[config.mk]
export PLATFORM = sky130hd
export DESIGN_NAME = sfl_queue
export DESIGN_NICKNAME = d
export VERILOG_FILES = /design/src/hdl/sfl_queue.sv
export SDC_FILE = /design/constraint.sdc
export NUM_CORES = 1
export LEC_CHECK = 0
export BUFFER_PORTS_ARGS = -buffer_cell sky130_fd_sc_hd__buf_2
export CAP_MARGIN = 10
export CORE_UTILIZATION = 50
export DETAILED_ROUTE_END_ITERATION = 12
export PLACE_DENSITY_LB_ADDON = 0.12
export SLEW_MARGIN = 20
export SYNTH_ARGS = -nofsm -noshare
export SYNTH_HDL_FRONTEND = slang
export SYNTH_SLANG_ARGS = --single-unit
[constraint.sdc]
create_clock -name clk_i -period 2 [get_ports clk_i]
set_input_delay 0.4 -clock clk_i [delete_from_list [all_inputs] [get_ports clk_i]]
set_output_delay 0.4 -clock clk_i [all_outputs]
set_load 0.01 [all_outputs]
[src/hdl/sfl_queue.sv]
`timescale 1ns / 1ps
// Short register FIFO that decouples the front end from the result sequencer.
// No dependencies.
module sfl_queue #(
  parameter int WIDTH = 32,
  parameter int DEPTH = 4
) (
  input  logic                       clk_i,
  input  logic                       rst_ni,
  input  logic                       push_i,
  input  logic [WIDTH-1:0]           wdata_i,
  input  logic                       pop_i,
  output logic [WIDTH-1:0]           rdata_o,
  output logic                       valid_o,
  output logic [$clog2(DEPTH+1)-1:0] count_o
);

  localparam int PTR_W = (DEPTH > 1) ? $clog2(DEPTH) : 1;
  localparam int CNT_W = $clog2(DEPTH + 1);
  localparam logic [PTR_W-1:0] PTR_LAST = PTR_W'(DEPTH - 1);

  logic [WIDTH-1:0] mem_q [DEPTH];
  logic [PTR_W-1:0] wr_ptr_q, rd_ptr_q;
  logic [CNT_W-1:0] count_q;
  logic             do_pop;

  assign do_pop = pop_i && (count_q != '0);

  always_ff @(posedge clk_i or negedge rst_ni) begin
    if (!rst_ni) begin
      wr_ptr_q <= '0;
      rd_ptr_q <= '0;
      count_q  <= '0;
    end else begin
      if (push_i) begin
        wr_ptr_q <= (wr_ptr_q == PTR_LAST) ? '0 : wr_ptr_q + PTR_W'(1);
      end
      if (do_pop) begin
        rd_ptr_q <= (rd_ptr_q == PTR_LAST) ? '0 : rd_ptr_q + PTR_W'(1);
      end
      if (push_i && !do_pop) begin
        count_q <= count_q + CNT_W'(1);
      end else if (!push_i && do_pop) begin
        count_q <= count_q - CNT_W'(1);
      end
    end
  end

  always_ff @(posedge clk_i) begin
    if (push_i) begin
      mem_q[wr_ptr_q] <= wdata_i;
    end
  end

  assign rdata_o = mem_q[rd_ptr_q];
  assign valid_o = (count_q != '0);
  assign count_o = count_q;

endmodule

Word-level counts from Yosys, hierarchy flattened
Memory sizes are Yosys's and may differ from the RTL's.
Index checks and enable logic that the tools add are counted.
{"block": "totals", "wordCells": 23, "reg_bits": 7, "n_memories": 1, "mem_bits_rw": 128}
{"name": "mem_q", "depth": 4, "width": 32, "read_ports": 1, "rd_clocked_by_memory_dff": 0, "wr": 1, "line_no": "22", "rtl": "logic [WIDTH-1:0] mem_q [DEPTH];"}
{"block": "classes", "eq_ne": 2, "n_reduce_logical": 7, "add_sub_neg": 4, "mux": 6}
{"operator": "$mux 3", "n": 2}
{"operator": "$add 2x1->2 const B", "n": 2}
{"operator": "$eq 2x2->1 const B", "n": 2}
{"operator": "$mux 2", "n": 2}
{"operator": "$add 3x1->3 const B", "n": 1}
{"operator": "$logic_and 1x1->1", "n": 3}
{"operator": "$reduce_bool 3->1", "n": 1}
{"operator": "$sub 3x1->3 const B", "n": 1}
{"operator": "$logic_not 1->1", "n": 2}
{"operator": "$mux 1", "n": 2}
{"operator": "$reduce_bool 2->1", "n": 1}

Longest topological paths before layout
{"block": "logic_depth", "depth_word": 5, "mapped_depth": 8, "mapped_depth_nobuf": 8}

Least setup slack after synthesis
No wires, ideal clock.
{"block": "synth_timing", "path_type": "register to register", "startpoint": "register count_q[0], in the netlist count_o[0]", "endpoint": "register count_q[2], in the netlist count_o[2]", "path_buffers": 0, "stages_incl_launch_ff": 9, "required_time_ns": 1.921, "slack_ns": -0.033, "t_arrival_ns": 1.954, "setup_time_ns": 0.079, "path_cell_list": "dfrtp_1 > or3_4 > nand2_2 > ha_1 > inv_1 > fa_1 > xor2_1 > nor2_1 > xor2_1"}
{"block": "synth_via", "elab_chain_cells": 5, "elab_cells_between_ends": 10, "classes_between": "add/sub: 2; mux: 2; reduce/logical: 6"}
{"item": "from (decl)", "line_no": "24", "rtl": "logic [CNT_W-1:0] count_q;"}
{"item": "from (signal assigned)", "line_no": "42", "rtl": "count_q <= count_q + CNT_W'(1);"}
{"item": "from (signal assigned)", "line_no": "44", "rtl": "count_q <= count_q - CNT_W'(1);"}
{"item": "$reduce_bool 3->1 *"}
{"item": "net valid_o", "line_no": "14", "rtl": "output logic valid_o,"}
{"item": "$logic_and 1x1->1 *", "line_no": "27", "rtl": "assign do_pop = pop_i && (count_q != '0);"}
{"item": "$logic_not 1->1", "line_no": "41", "rtl": "if (push_i && !do_pop) begin"}
{"item": "$logic_and 1x1->1", "line_no": "41"}
{"item": "$mux 3 / $reduce_bool 2->1 (equally long branches)"}
Mark *: on every way through the listed nets, which the timed path passes. The rest lies on a longest branch. The select of a mux whose other input is x is not followed.
A chain may end at the register's enable or synchronous reset.

Worst setup path after layout
{"block": "layout_timing", "startpoint": "register rd_ptr_q[0]", "endpoint": "output rdata_o[28]"}
{"block": "layout_via", "elab_chain_cells": 1}
{"item": "from (decl)", "line_no": "23", "rtl": "logic [PTR_W-1:0] wr_ptr_q, rd_ptr_q;"}
{"item": "from (signal assigned)", "line_no": "39", "rtl": "rd_ptr_q <= (rd_ptr_q == PTR_LAST) ? '0 : rd_ptr_q + PTR_W'(1);"}
{"item": "$mem_v2 4x32"}
{"item": "to (decl)", "line_no": "13", "rtl": "output logic [WIDTH-1:0] rdata_o,"}
Every way passes these cells.

==> impl_metrics.json <==
{
  "syn_to_final_growth_pct": 27.4,
  "switching_share_pct": 26.6,
  "synth_ff_type": "edfxtp_1",
  "clock_path_buffers": 2,
  "rsz0062_at_grt": "yes",
  "grt_pass1_wl_um": 12700,
  "cts_root_buffer": "clkbuf_8",
  "core-area_mm2": 0.00982,
  "die_w_um": 103,
  "fin_crit_sh_pct": 114,
  "crit_path_start": "rd_ptr_q[0]",
  "clkTransAtPathRegs_ns": 0.06,
  "first_pass_iters": 4,
  "p_clk_share_pct": 30.9,
  "hpwlAfterDp_um": 5420,
  "vias": 2343,
  "leakagePower_nw": 2.32,
  "reg2reg_to": "count_o[2]",
  "die-area_mm2": 0.0106,
  "clock_skew_ns": 0.0114,
  "r2r_setup_slack_ns": 0.11,
  "fin_crit_ns": 2.27,
  "drc": 0,
  "synth_edf_count": 128,
  "drive_above_1_share_pct": 51.7,
  "postSynthAreaPerCell_um2": 24.9,
  "p_total_mw": 9.79,
  "cp-end-kind": "output port",
  "internal_power_mw": 7.18,
  "powerDensity_mw_per_mm2": 1510,
  "hold_viol": 0,
  "stdcell_count": 456,
  "dp_cells": 419,
  "grt_overflow": 0,
  "routed_wl_um": 8450,
  "syn_nets": 247,
  "worstPathArrival_ns": 1.87,
  "syn_inst": 204,
  "worstSkewPairLatency_ns": 0.50,
  "grt_util_all_layers_pct": 17.2,
  "wire_per_inst_um": 18.5,
  "drt-initial-drc-count": 75,
  "final_util_pct": 66.0,
  "synth_seq_area_share_pct": 79.1,
  "netlist_area_mm2": 0.00508,
  "max_slew_margin_pct": 73.3,
  "grt_pass1_vias": 2469,
  "synth_warnings": 0,
  "fillers": 667,
  "status": "complete, but fails checks",
  "pwr-share-seq_pct": 39.1,
  "antenna_cells": 0,
  "clock-sinks": 135,
  "start_kind": "flip-flop",
  "numCtsBuffers": 17,
  "netlist.area_leader.share_pct": 75.6,
  "io_buffers": 71,
  "ios": 72,
  "fmax_mhz": 440,
  "reg2regPathDepth": 8,
  "yosysTopAreaCell": "edfxtp_1",
  "worst_pin_slew_ns": 0.400,
  "setup_tns_ns": -7.37,
  "layout_setup_ws_ns": -0.273,
  "hold_slack_ns": 0.111,
  "combPwrFrac_pct": 30.1,
  "maxCapViolCount": 0,
  "vias_per_cell": 5.14,
  "cts_tree": "yes",
  "cp-endpoint": "rdata_o[28]",
  "yosys-top-cells-count": "edfxtp_1, mux4_2, dfrtp_1, ha_1",
  "h-tree-depth": 4,
  "gp_congestion": 0.702,
  "start_util_pct": 51.8,
  "violations": "setup timing",
  "synthTopCellsByArea": "edfxtp_1, mux4_2, dfrtp_1, mux4_1, ha_1",
  "path_class": "flip-flop to output port",
  "switchingPower_mw": 2.61,
  "cp_max_fo": 7,
  "async_flop_share_pct": 5.19,
  "cp_data_required_time_ns": 1.60,
  "detail-route-antenna-nets": 0,
  "setup_viol": 32,
  "yosysMostFrequentCell": "edfxtp_1",
  "maxSlewViolCount": 0,
  "fin_nets": 353,
  "yosysUniqueCellTypes": 20,
  "antenna_found_initial": 1,
  "grt_max_degree": 29,
  "hp-class": "input pin to flip-flop",
  "ys_seq_elements": 135,
  "die-height_um": 103,
  "ir_worst_vdd_mv": 0.755,
  "rows": 36,
  "r2r_start": "count_o[0]"
}
timing repair:
| item | 4_1_cts | 5_1_grt |
|---|---|---|
| setup buffers | 1 | 3 |
| endpoints found under the hold margin | 7 | 0 |
| gates resized for setup | 3 | 16 |
| gates cloned | 0 | 0 |
| endpoints found under the setup margin | 32 | 33 |
| pin swaps | 0 | 6 |
| hold buffers | 1 | 0 |
power groups by stage:
stage / Clock, mW / Sequential [mW] / Combinational, mW
after floorplan: 0 / 3.83 / 1.76
after global placement: 0 / 3.87 / 2.67
after detailed placement: 0 / 3.90 / 2.69
after CTS: 3.07 / 3.83 / 2.78
after global routing: 3.19 / 3.87 / 3.20
final: 3.02 / 3.82 / 2.94
flip-flops by register name (all words and copies together) (netlist names):
signal and cells:
count_o 3, mem_q 128, wr_ptr_q 2, rd_ptr_q 2
layout make-up:
| cell class | instances | area (µm²) | share of cell area, % |
|---|---|---|---|
| Sequential cell | 135 | 4020 | 62.1 |
| Multi-Input combinational cell | 58 | 987 | 15.2 |
| Tap cell | 133 | 166 | 2.57 |
| Clock inverter | 12 | 155 | 2.40 |
| Timing Repair Buffer | 95 | 698 | 10.8 |
| Clock buffer | 20 | 435 | 6.72 |
| Inverter | 3 | 11.3 | 0.174 |
worst max-delay path: stages (launching register included):
cell and delay [ns]:
dfrtp_2 0.48, buf_4 0.18, mux4_1 0.56, buf_2 0.16
logic make-up after synthesis:
family                     synth area share (%)
and+or+nand+nor                            1.21
xor gates and xnor gates                  0.517
muxes                                      15.1
adders and majority gates                  1.87
buffers and inverters                      1.99
DFF                                        79.1
AOI/OAI and AO/OA                         0.197
metrics by stage:
stage	cell area, µm²	setup slack (ns)
2_1_floorplan	5080	0.00402
3_3_place_gp	5740	0.104
3_5_place_dp	5740	0.0308
4_1_cts	6370	-0.317
5_1_grt	6480	-0.347
6_report	6480	-0.273
layout by cell type, fill, tap and decap left out:
master and count:
dfrtp_1 4, inv_2 1, clkinvlp_4 5, o21ai_0 2, or3_4 1, clkinv_4 2
mux4_2 28, clkbuf_8 2, clkbuf_1 2, fa_2 1, xnor2_1 1, dlygate4sd3_1 1
nand2_1 2, inv_1 2, and2_2 4, mux2_2 3, dfrtp_2 3, ha_4 1
ha_1 5, clkinv_2 2, edfxtp_1 128, nor2_1 3, buf_2 58, buf_6 14
bufinv_16 3, xor2_1 2, mux4_1 4, buf_12 6, buf_4 16, nand2_4 1
clkbuf_16 16
routing by layer:
layer  global-route usage [%]  vias to the layer above  wire length, µm
li1                         -                     1074                -
met1                     20.8                     1211             3540
met2                     28.9                       52             4510
met3                     4.68                        6              328
met4                     8.34                        0               70
met5                        0                        -                0
how the worst min path moves through the flow:
stage | slack [ns] | end | cells after the start | start
floorplan | 0.10 | count_o[0] | 0 | rst_ni
global placement | 0.24 | count_o[1] | 1 | rst_ni
detailed placement | 0.24 | count_o[1] | 1 | rst_ni
CTS | 0.09 | mem_q[3][9] | 1 | wdata_i[9]
global route | 0.1 | mem_q[0][3] | 1 | wdata_i[3]
finish | 0.11 | mem_q[3][3] | 1 | wdata_i[3]
Power figures use the tool's default switching activity.
