### src/hdl/sfl_pkg.sv
`timescale 1ns / 1ps
// Shared types, constants and the sharpening arithmetic of the 3x3 sharpen filter.
// No dependencies.
package sfl_pkg;

  localparam int FW_W        = 12;
  localparam int FH_W        = 13;
  localparam int CFG_IDX_W   = 1;
  localparam int CFG_DATA_W  = 13;
  localparam int OUT_COL_W   = 11;
  localparam int OUT_ROW_W   = 12;
  localparam int FRAME_WIDTH_RST  = 640;
  localparam int FRAME_HEIGHT_RST = 480;

  localparam logic [CFG_IDX_W-1:0] CFG_FRAME_WIDTH  = 1'b0;
  localparam logic [CFG_IDX_W-1:0] CFG_FRAME_HEIGHT = 1'b1;

  localparam logic [7:0] ALPHA_OPAQUE = 8'hFF;

  typedef struct packed {
    logic [7:0] in_red;
    logic [7:0] in_green;
    logic [7:0] in_blue;
    logic [7:0] in_alpha;
  } pix_in_t;

  typedef struct packed {
    logic [7:0]           out_red;
    logic [7:0]           out_green;
    logic [7:0]           out_blue;
    logic [7:0]           out_alpha;
    logic [OUT_COL_W-1:0] out_col;
    logic [OUT_ROW_W-1:0] out_row;
    logic                 run_end;
    logic                 frame_end;
  } pix_out_t;

  typedef struct packed {
    logic [7:0] a;
    logic [7:0] r;
    logic [7:0] g;
    logic [7:0] b;
  } argb_t;

  typedef struct packed {
    logic has_a;
    logic has_b;
    logic has_c;
    logic border;
    logic last_col;
  } cls_t;

  typedef struct packed {
    argb_t a_px;
    argb_t mid;
    argb_t cur;
    cls_t  cls;
  } ent_t;

  function automatic logic [7:0] sharp_chan(logic [7:0] c, logic [7:0] u, logic [7:0] d,
                                            logic [7:0] l, logic [7:0] r);
    logic signed [11:0] v;
    logic [7:0]         res;
    v = $signed({2'b00, c, 2'b00}) + $signed({4'b0000, c}) - $signed({4'b0000, u})
      - $signed({4'b0000, d}) - $signed({4'b0000, l}) - $signed({4'b0000, r});
    if (v[11]) begin
      res = 8'h00;
    end else if (v[10:8] != 3'b000) begin
      res = 8'hFF;
    end else begin
      res = v[7:0];
    end
    return res;
  endfunction

  function automatic argb_t sharpen(argb_t ctr, argb_t up, argb_t dn, argb_t lf, argb_t rt);
    argb_t res;
    res.a = ALPHA_OPAQUE;
    res.r = sharp_chan(ctr.r, up.r, dn.r, lf.r, rt.r);
    res.g = sharp_chan(ctr.g, up.g, dn.g, lf.g, rt.g);
    res.b = sharp_chan(ctr.b, up.b, dn.b, lf.b, rt.b);
    return res;
  endfunction

endpackage

### src/hdl/sfl_back.sv
`timescale 1ns / 1ps
// Back end: expands each queued pixel into its one to three results and drives the
// registered output channel. Uses sfl_pkg.
module sfl_back #(
  parameter int COL_W = 11,
  parameter int ROW_W = 12
) (
  input  logic               clk_i,
  input  logic               rst_ni,
  input  logic               valid_i,
  input  sfl_pkg::ent_t      ent_i,
  input  logic [COL_W-1:0]   col_i,
  input  logic [ROW_W-1:0]   row_i,
  output logic               pop_o,
  output logic               out_valid_o,
  input  logic               out_ready_i,
  output sfl_pkg::pix_out_t  out_data_o
);
  import sfl_pkg::*;

  logic [2:0]       done_q, rem, sel, rest;
  logic             out_valid_q, can_load, fire, last;
  pix_out_t         out_q, res;
  argb_t            px;
  logic [COL_W-1:0] col;
  logic [ROW_W-1:0] row;
  logic             fe;

  assign rem = {ent_i.cls.has_c, ent_i.cls.has_b, ent_i.cls.has_a} & ~done_q;

  always_comb begin
    if (rem[0]) begin
      sel = 3'b001;
      px  = ent_i.a_px;
      col = col_i - COL_W'(1);
      row = row_i - ROW_W'(1);
      fe  = 1'b0;
    end else if (rem[1]) begin
      sel = 3'b010;
      px  = ent_i.mid;
      col = col_i;
      row = row_i - ROW_W'(1);
      fe  = 1'b0;
    end else begin
      sel = 3'b100;
      px  = ent_i.cur;
      col = col_i;
      row = row_i;
      fe  = ent_i.cls.last_col;
    end
    rest = rem & ~sel;
    last = (rest == 3'b000);
    res.out_red   = px.r;
    res.out_green = px.g;
    res.out_blue  = px.b;
    res.out_alpha = px.a;
    res.out_col   = OUT_COL_W'(32'(col));
    res.out_row   = OUT_ROW_W'(32'(row));
    res.run_end   = last;
    res.frame_end = fe;
  end

  assign can_load = !out_valid_q || out_ready_i;
  assign fire     = valid_i && can_load;
  assign pop_o    = fire && last;

  always_ff @(posedge clk_i or negedge rst_ni) begin
    if (!rst_ni) begin
      out_valid_q <= 1'b0;
      done_q      <= '0;
    end else begin
      if (fire) begin
        out_valid_q <= 1'b1;
        done_q      <= last ? '0 : (done_q | sel);
      end else if (out_ready_i) begin
        out_valid_q <= 1'b0;
      end
    end
  end

  always_ff @(posedge clk_i) begin
    if (fire) begin
      out_q <= res;
    end
  end

  assign out_valid_o = out_valid_q;
  assign out_data_o  = out_q;

endmodule

### config.mk
export PLATFORM = sky130hd
export DESIGN_NAME = sfl_back
export DESIGN_NICKNAME = d
export VERILOG_FILES = /design/src/hdl/sfl_pkg.sv /design/src/hdl/sfl_back.sv
export SDC_FILE = /design/constraint.sdc
export NUM_CORES = 1
export LEC_CHECK = 0
export ABC_AREA = 1
export BUFFER_PORTS_ARGS = -buffer_cell sky130_fd_sc_hd__buf_2
export CORE_MARGIN = 1
export CORE_UTILIZATION = 30
export DETAILED_ROUTE_END_ITERATION = 8
export SYNTH_ARGS = -nofsm -noshare
export SYNTH_HDL_FRONTEND = slang
export SYNTH_SLANG_ARGS = --single-unit
### constraint.sdc
create_clock -name clk_i -period 5.1 [get_ports clk_i]
set_clock_uncertainty 0.05 [all_clocks]
set_input_delay 0.765 -clock clk_i [delete_from_list [all_inputs] [get_ports clk_i]]
set_output_delay 0.765 -clock clk_i [all_outputs]
set_load 0.1 [all_outputs]
==> Word level (Yosys, flattened, before mapping) <==
Cells that the tools add are included.
{ "totals": {"regBits": 61, "latch_bits": 0, "mem_bits_rw": 0, "rom_bits": 0, "mem_count": 0} }
{ "classes": {"add_sub_neg": 2, "n_mul": 0, "div": 0, "n_lt_le_gt_ge": 0, "n_eq_ne": 0, "shift": 0, "muxes": 10, "bitwise": 5, "reduce_logical": 7} }
{ "ops": {"columns": ["cell", "n"], "rows": [
  ["$mux W32", 2],
  ["$mux W12", 2],
  ["$sub A12 B1 Y12 const B", 1],
  ["$mux W11", 1],
  ["$sub A11 B1 Y11 const B", 1],
  ["$mux W3", 3],
  ["$and A3 B3 Y3", 2],
  ["$not A3 Y3", 2],
  ["$logic_not A3 Y1", 1],
  ["$or A3 B3 Y3", 1],
  ["$logic_and A1 B1 Y1", 2],
  ["$mux W1", 2],
  ["$reduce_bool A2 Y1", 1],
  ["$reduce_or A2 Y1", 1],
  ["$logic_not A1 Y1", 1],
  ["$logic_or A1 B1 Y1", 1]
]} }

==> Logic depth before layout (Yosys ltp) <==
{ "depth": {"depth_word": 8, "mapped_depth": 9} }

==> Least setup slack after synthesis <==
Ideal clock, no wire load.
{ "synth_path": {"path_type": "input to output", "startpoint": "input port ent_i[3] in the netlist's numbering", "endpoint": "output port pop_o", "arrival_ps": 2002, "t_required_ps": 4285, "slack_ps": 2283, "cell_stages": 5, "n_path_buf": 0, "cell_sequence": "nand2_1 -> nand2_4 -> inv_2 -> o21ai_1 -> nor2_2"} }
{ "synth_between": {"elab_chain_cells": 7} }
{ "synth_rtl": {"columns": ["element", "line", "rtl"], "rows": [
  ["start: declaration", "sfl_back.sv:11", "input sfl_pkg::ent_t ent_i,"],
  ["$and A3 B3 Y3 (*)", "sfl_back.sv:29", "assign rem = {ent_i.cls.has_c, ent_i.cls.has_b, ent_i.cls.has_a} & ~done_q;"],
  ["$mux W3", "sfl_back.sv:38", "end else if (rem[1]) begin"],
  ["$mux W3", "sfl_back.sv:32", "if (rem[0]) begin"],
  ["$not A3 Y3", "sfl_back.sv:51", "rest = rem & ~sel;"],
  ["$and A3 B3 Y3 (*)", "sfl_back.sv:51", null],
  ["$logic_not A3 Y1 (*)", "sfl_back.sv:52", "last = (rest == 3'b000);"],
  ["$logic_and A1 B1 Y1 (*)", "sfl_back.sv:65", "assign pop_o = fire && last;"],
  ["end: declaration", "sfl_back.sv:14", "output logic pop_o,"]
]} }
Mark *: on every way between the ends. The rest lies on a longest branch, timed or not.

==> Final worst setup path <==
Same ends and word-level chain as after synthesis.

==> flow_metrics.tcl <==
set metrics [dict create \
    yosysUniqueCellTypes 24 \
    min_period_ps 3140 \
    hold_path_class "in2async" \
    clock_sinks 61 \
    final_cell_mix "buf_2, nand2_1, edfxtp_1" \
    timing.rr.start "done_q[0]" \
    worst-r2r-setup-slack_ps 3340 \
    postCtsSetupBuffers 0 \
    hold_viol_final 0 \
    drcViolationCount 0 \
    cts_made_buffers 9 \
    grt_max_degree 60 \
    synthSimpleGateAreaFrac 0.286 \
    p_leak_nw 2.15 \
    core-area_um2 9860 \
    worstMarginPinSlew_ps 784 \
    grt_setup_unrepaired "no" \
    wl_um 7900 \
    final_nets 658 \
    p_int_mw 1.01 \
    fillerInstances 979 \
    syn_avg_cell_area_um2 9.09 \
    detailed_place_hpwl_um 5810 \
    final_common_cell "buf_2" \
    muxShareOfSynthArea 0 \
    clockBufferDepth 2 \
    maxSlewViolCount 0 \
    chipWidth_um 103 \
    irDropWorstVdd_v 0.000159 \
    final_cell_count_no_fill 665 \
    endpoint_kind "output port" \
    rr_endpoint "out_data_o[33]" \
    grt_overflow_total 0 \
    yosysWarnings 0 \
    drive_gt1_frac 0.398 \
    synthCells 339 \
    clk_pin_slew_worst_paths_ps 70 \
    synth-xor-area-share 0.0313 \
    dieArea_um2 10700 \
    pwr-share-seq 0.368 \
    multi_input_area_um2 1060 \
    ctsResizeCount 0 \
    slew_headroom 0.477 \
    die_y_um 103 \
    worstPathRequired_ps 4280 \
    setup_viol 0 \
    syn_nets 469 \
    htreeDepth 3 \
    synth-compound-area-share 0.0179 \
    cap_violations 0 \
    finalCritPeriodShare 0.616 \
    io_pins 187 \
    worstSetupPathType "in2out" \
    rows 36 \
    fin_setup_tns_ps 0 \
    cts_tree "yes" \
    ys_seq_area_frac 0.588 \
    track_usage 0.142 \
    cts_root_buf "clkbuf_8" \
    antenna_found_initial 0 \
    status "complete, no violations" \
    drt_iter0_markers 54 \
    clk_latency_ps 340 \
    yosys.area.top_type_share 0.556 \
    routed-via-count 2871 \
    syn_area_um2 3080 \
    seqCellArea_um2 1810 \
    drt_pre_antenna_iters 4 \
    place_congestion 0.813 \
    ff2ff_path_depth 6 \
    worst_setup_path_start_kind "input pin" \
    synth_top_area_cell "edfxtp_1" \
    diodes 0 \
    synth_top_family_by_area "simple AND/OR/NAND/NOR gates" \
    max_freq_mhz 318 \
    cp_max_fo 35 \
    dp.cells 650 \
    cp.arrival_ps 2330 \
    synth.area.top_cells "edfxtp_1, nand2_1, nand3_1" \
    ys_ff_latch 61 \
    p_sw_mw 0.722 \
    grt_pass1_wl_um 11400 \
    initial_utilization 0.312 \
    portBuffers 185 \
    pwr-share-clk 0.261 \
    hold_buffers 0 \
    vias_per_cell 4.32 \
    grt_pass1_vias 2501 \
    routedWlPerCell_um 11.9 \
    pwr-share-comb 0.370 \
    switching_share 0.417 \
    postRouteAntennaNets 0 \
    powerDensity_nw_per_um2 400 \
    synth_fa_ha_area_frac 0.00812 \
    area_growth_pct 40.7 \
]
-- power by group through the flow --
| stage | logic [mW] | clock network, mW | registers, mW |
|---|---|---|---|
| final | 0.642 | 0.453 | 0.638 |
| after global routing | 0.684 | 0.492 | 0.643 |
| after CTS | 0.649 | 0.474 | 0.638 |
| after detailed placement | 0.648 | 0 | 0.648 |
| after global placement | 0.641 | 0 | 0.647 |
| after floorplan | 0.162 | 0 | 1.00 |
-- layout make-up --
type	count	share of cell area
multi-input combinational	229	0.244
timing repair buffer	188	0.219
inverter	39	0.0338
clock inverter	6	0.0182
clock buffer	9	0.0286
tap	133	0.0384
sequential	61	0.418
-- worst max-delay path by stage --
stage / end / slack, ps / from / cells past startpoint
final: pop_o / 1960 / ent_i[3] / 7
after global routing: pop_o / 1800 / ent_i[4] / 7
after CTS: pop_o / 1890 / ent_i[4] / 7
after detailed placement: pop_o / 1890 / ent_i[4] / 7
after global placement: pop_o / 1920 / ent_i[4] / 7
after floorplan: pop_o / 2280 / ent_i[3] / 5
-- synth_stat cells --
cell        n
nand2_1   131
edfxtp_1   57
nand3_1    44
inv_1      36
nor2_1     19
xor2_1     10
o21ai_0     8
buf_2       6
dfrtp_1     4
buf_4       3
inv_2       3
nor2_2      3
a21oi_1     2
ha_1        2
nand4_1     2
buf_6       1
nand2_2     1
nand2_4     1
nand4_2     1
nand4_4     1
nor2_4      1
nor3_1      1
o21ai_1     1
xnor2_1     1
-- stage by stage --
stage	power [mW]	hold WS, ps	setup slack (ps)	cell area (um2)	utilization
after global routing	1.82	144	1800	4330	0.439
after detailed placement	1.30	442	1890	4130	0.419
after floorplan	1.16	419	2280	3080	-
after CTS	1.76	149	1890	4330	0.439
after global placement	1.29	428	1920	4130	0.419
final	1.73	168	1960	4330	0.439
-- logic make-up after synthesis --
group / Yosys count
buf+inv: 49
xor+xnor: 11
compound gates: 11
fa+ha+maj: 2
flops: 61
simple gates: 205
-- metal layers --
| metal | global-route usage | vias to the layer above | wire, um |
|---|---|---|---|
| met5 | 0 | - | 0 |
| met4 | 0.0650 | 0 | 124 |
| met3 | 0.0329 | 12 | 429 |
| met2 | 0.257 | 106 | 3980 |
| met1 | 0.158 | 1280 | 3370 |
| li1 | - | 1473 | - |
-- registers in the layout (all words and copies together), names as in the netlist --
name / cells
out_data_o: 57
done_q: 3
out_valid_o: 1
-- critical path: stages --
cell and delay (ps):
buf_2 100, nand2_1 130, nand2_4 110, inv_2 460
o21ai_1 170, nor2_2 140, buf_2 440
(Power assumes the default switching activity.)
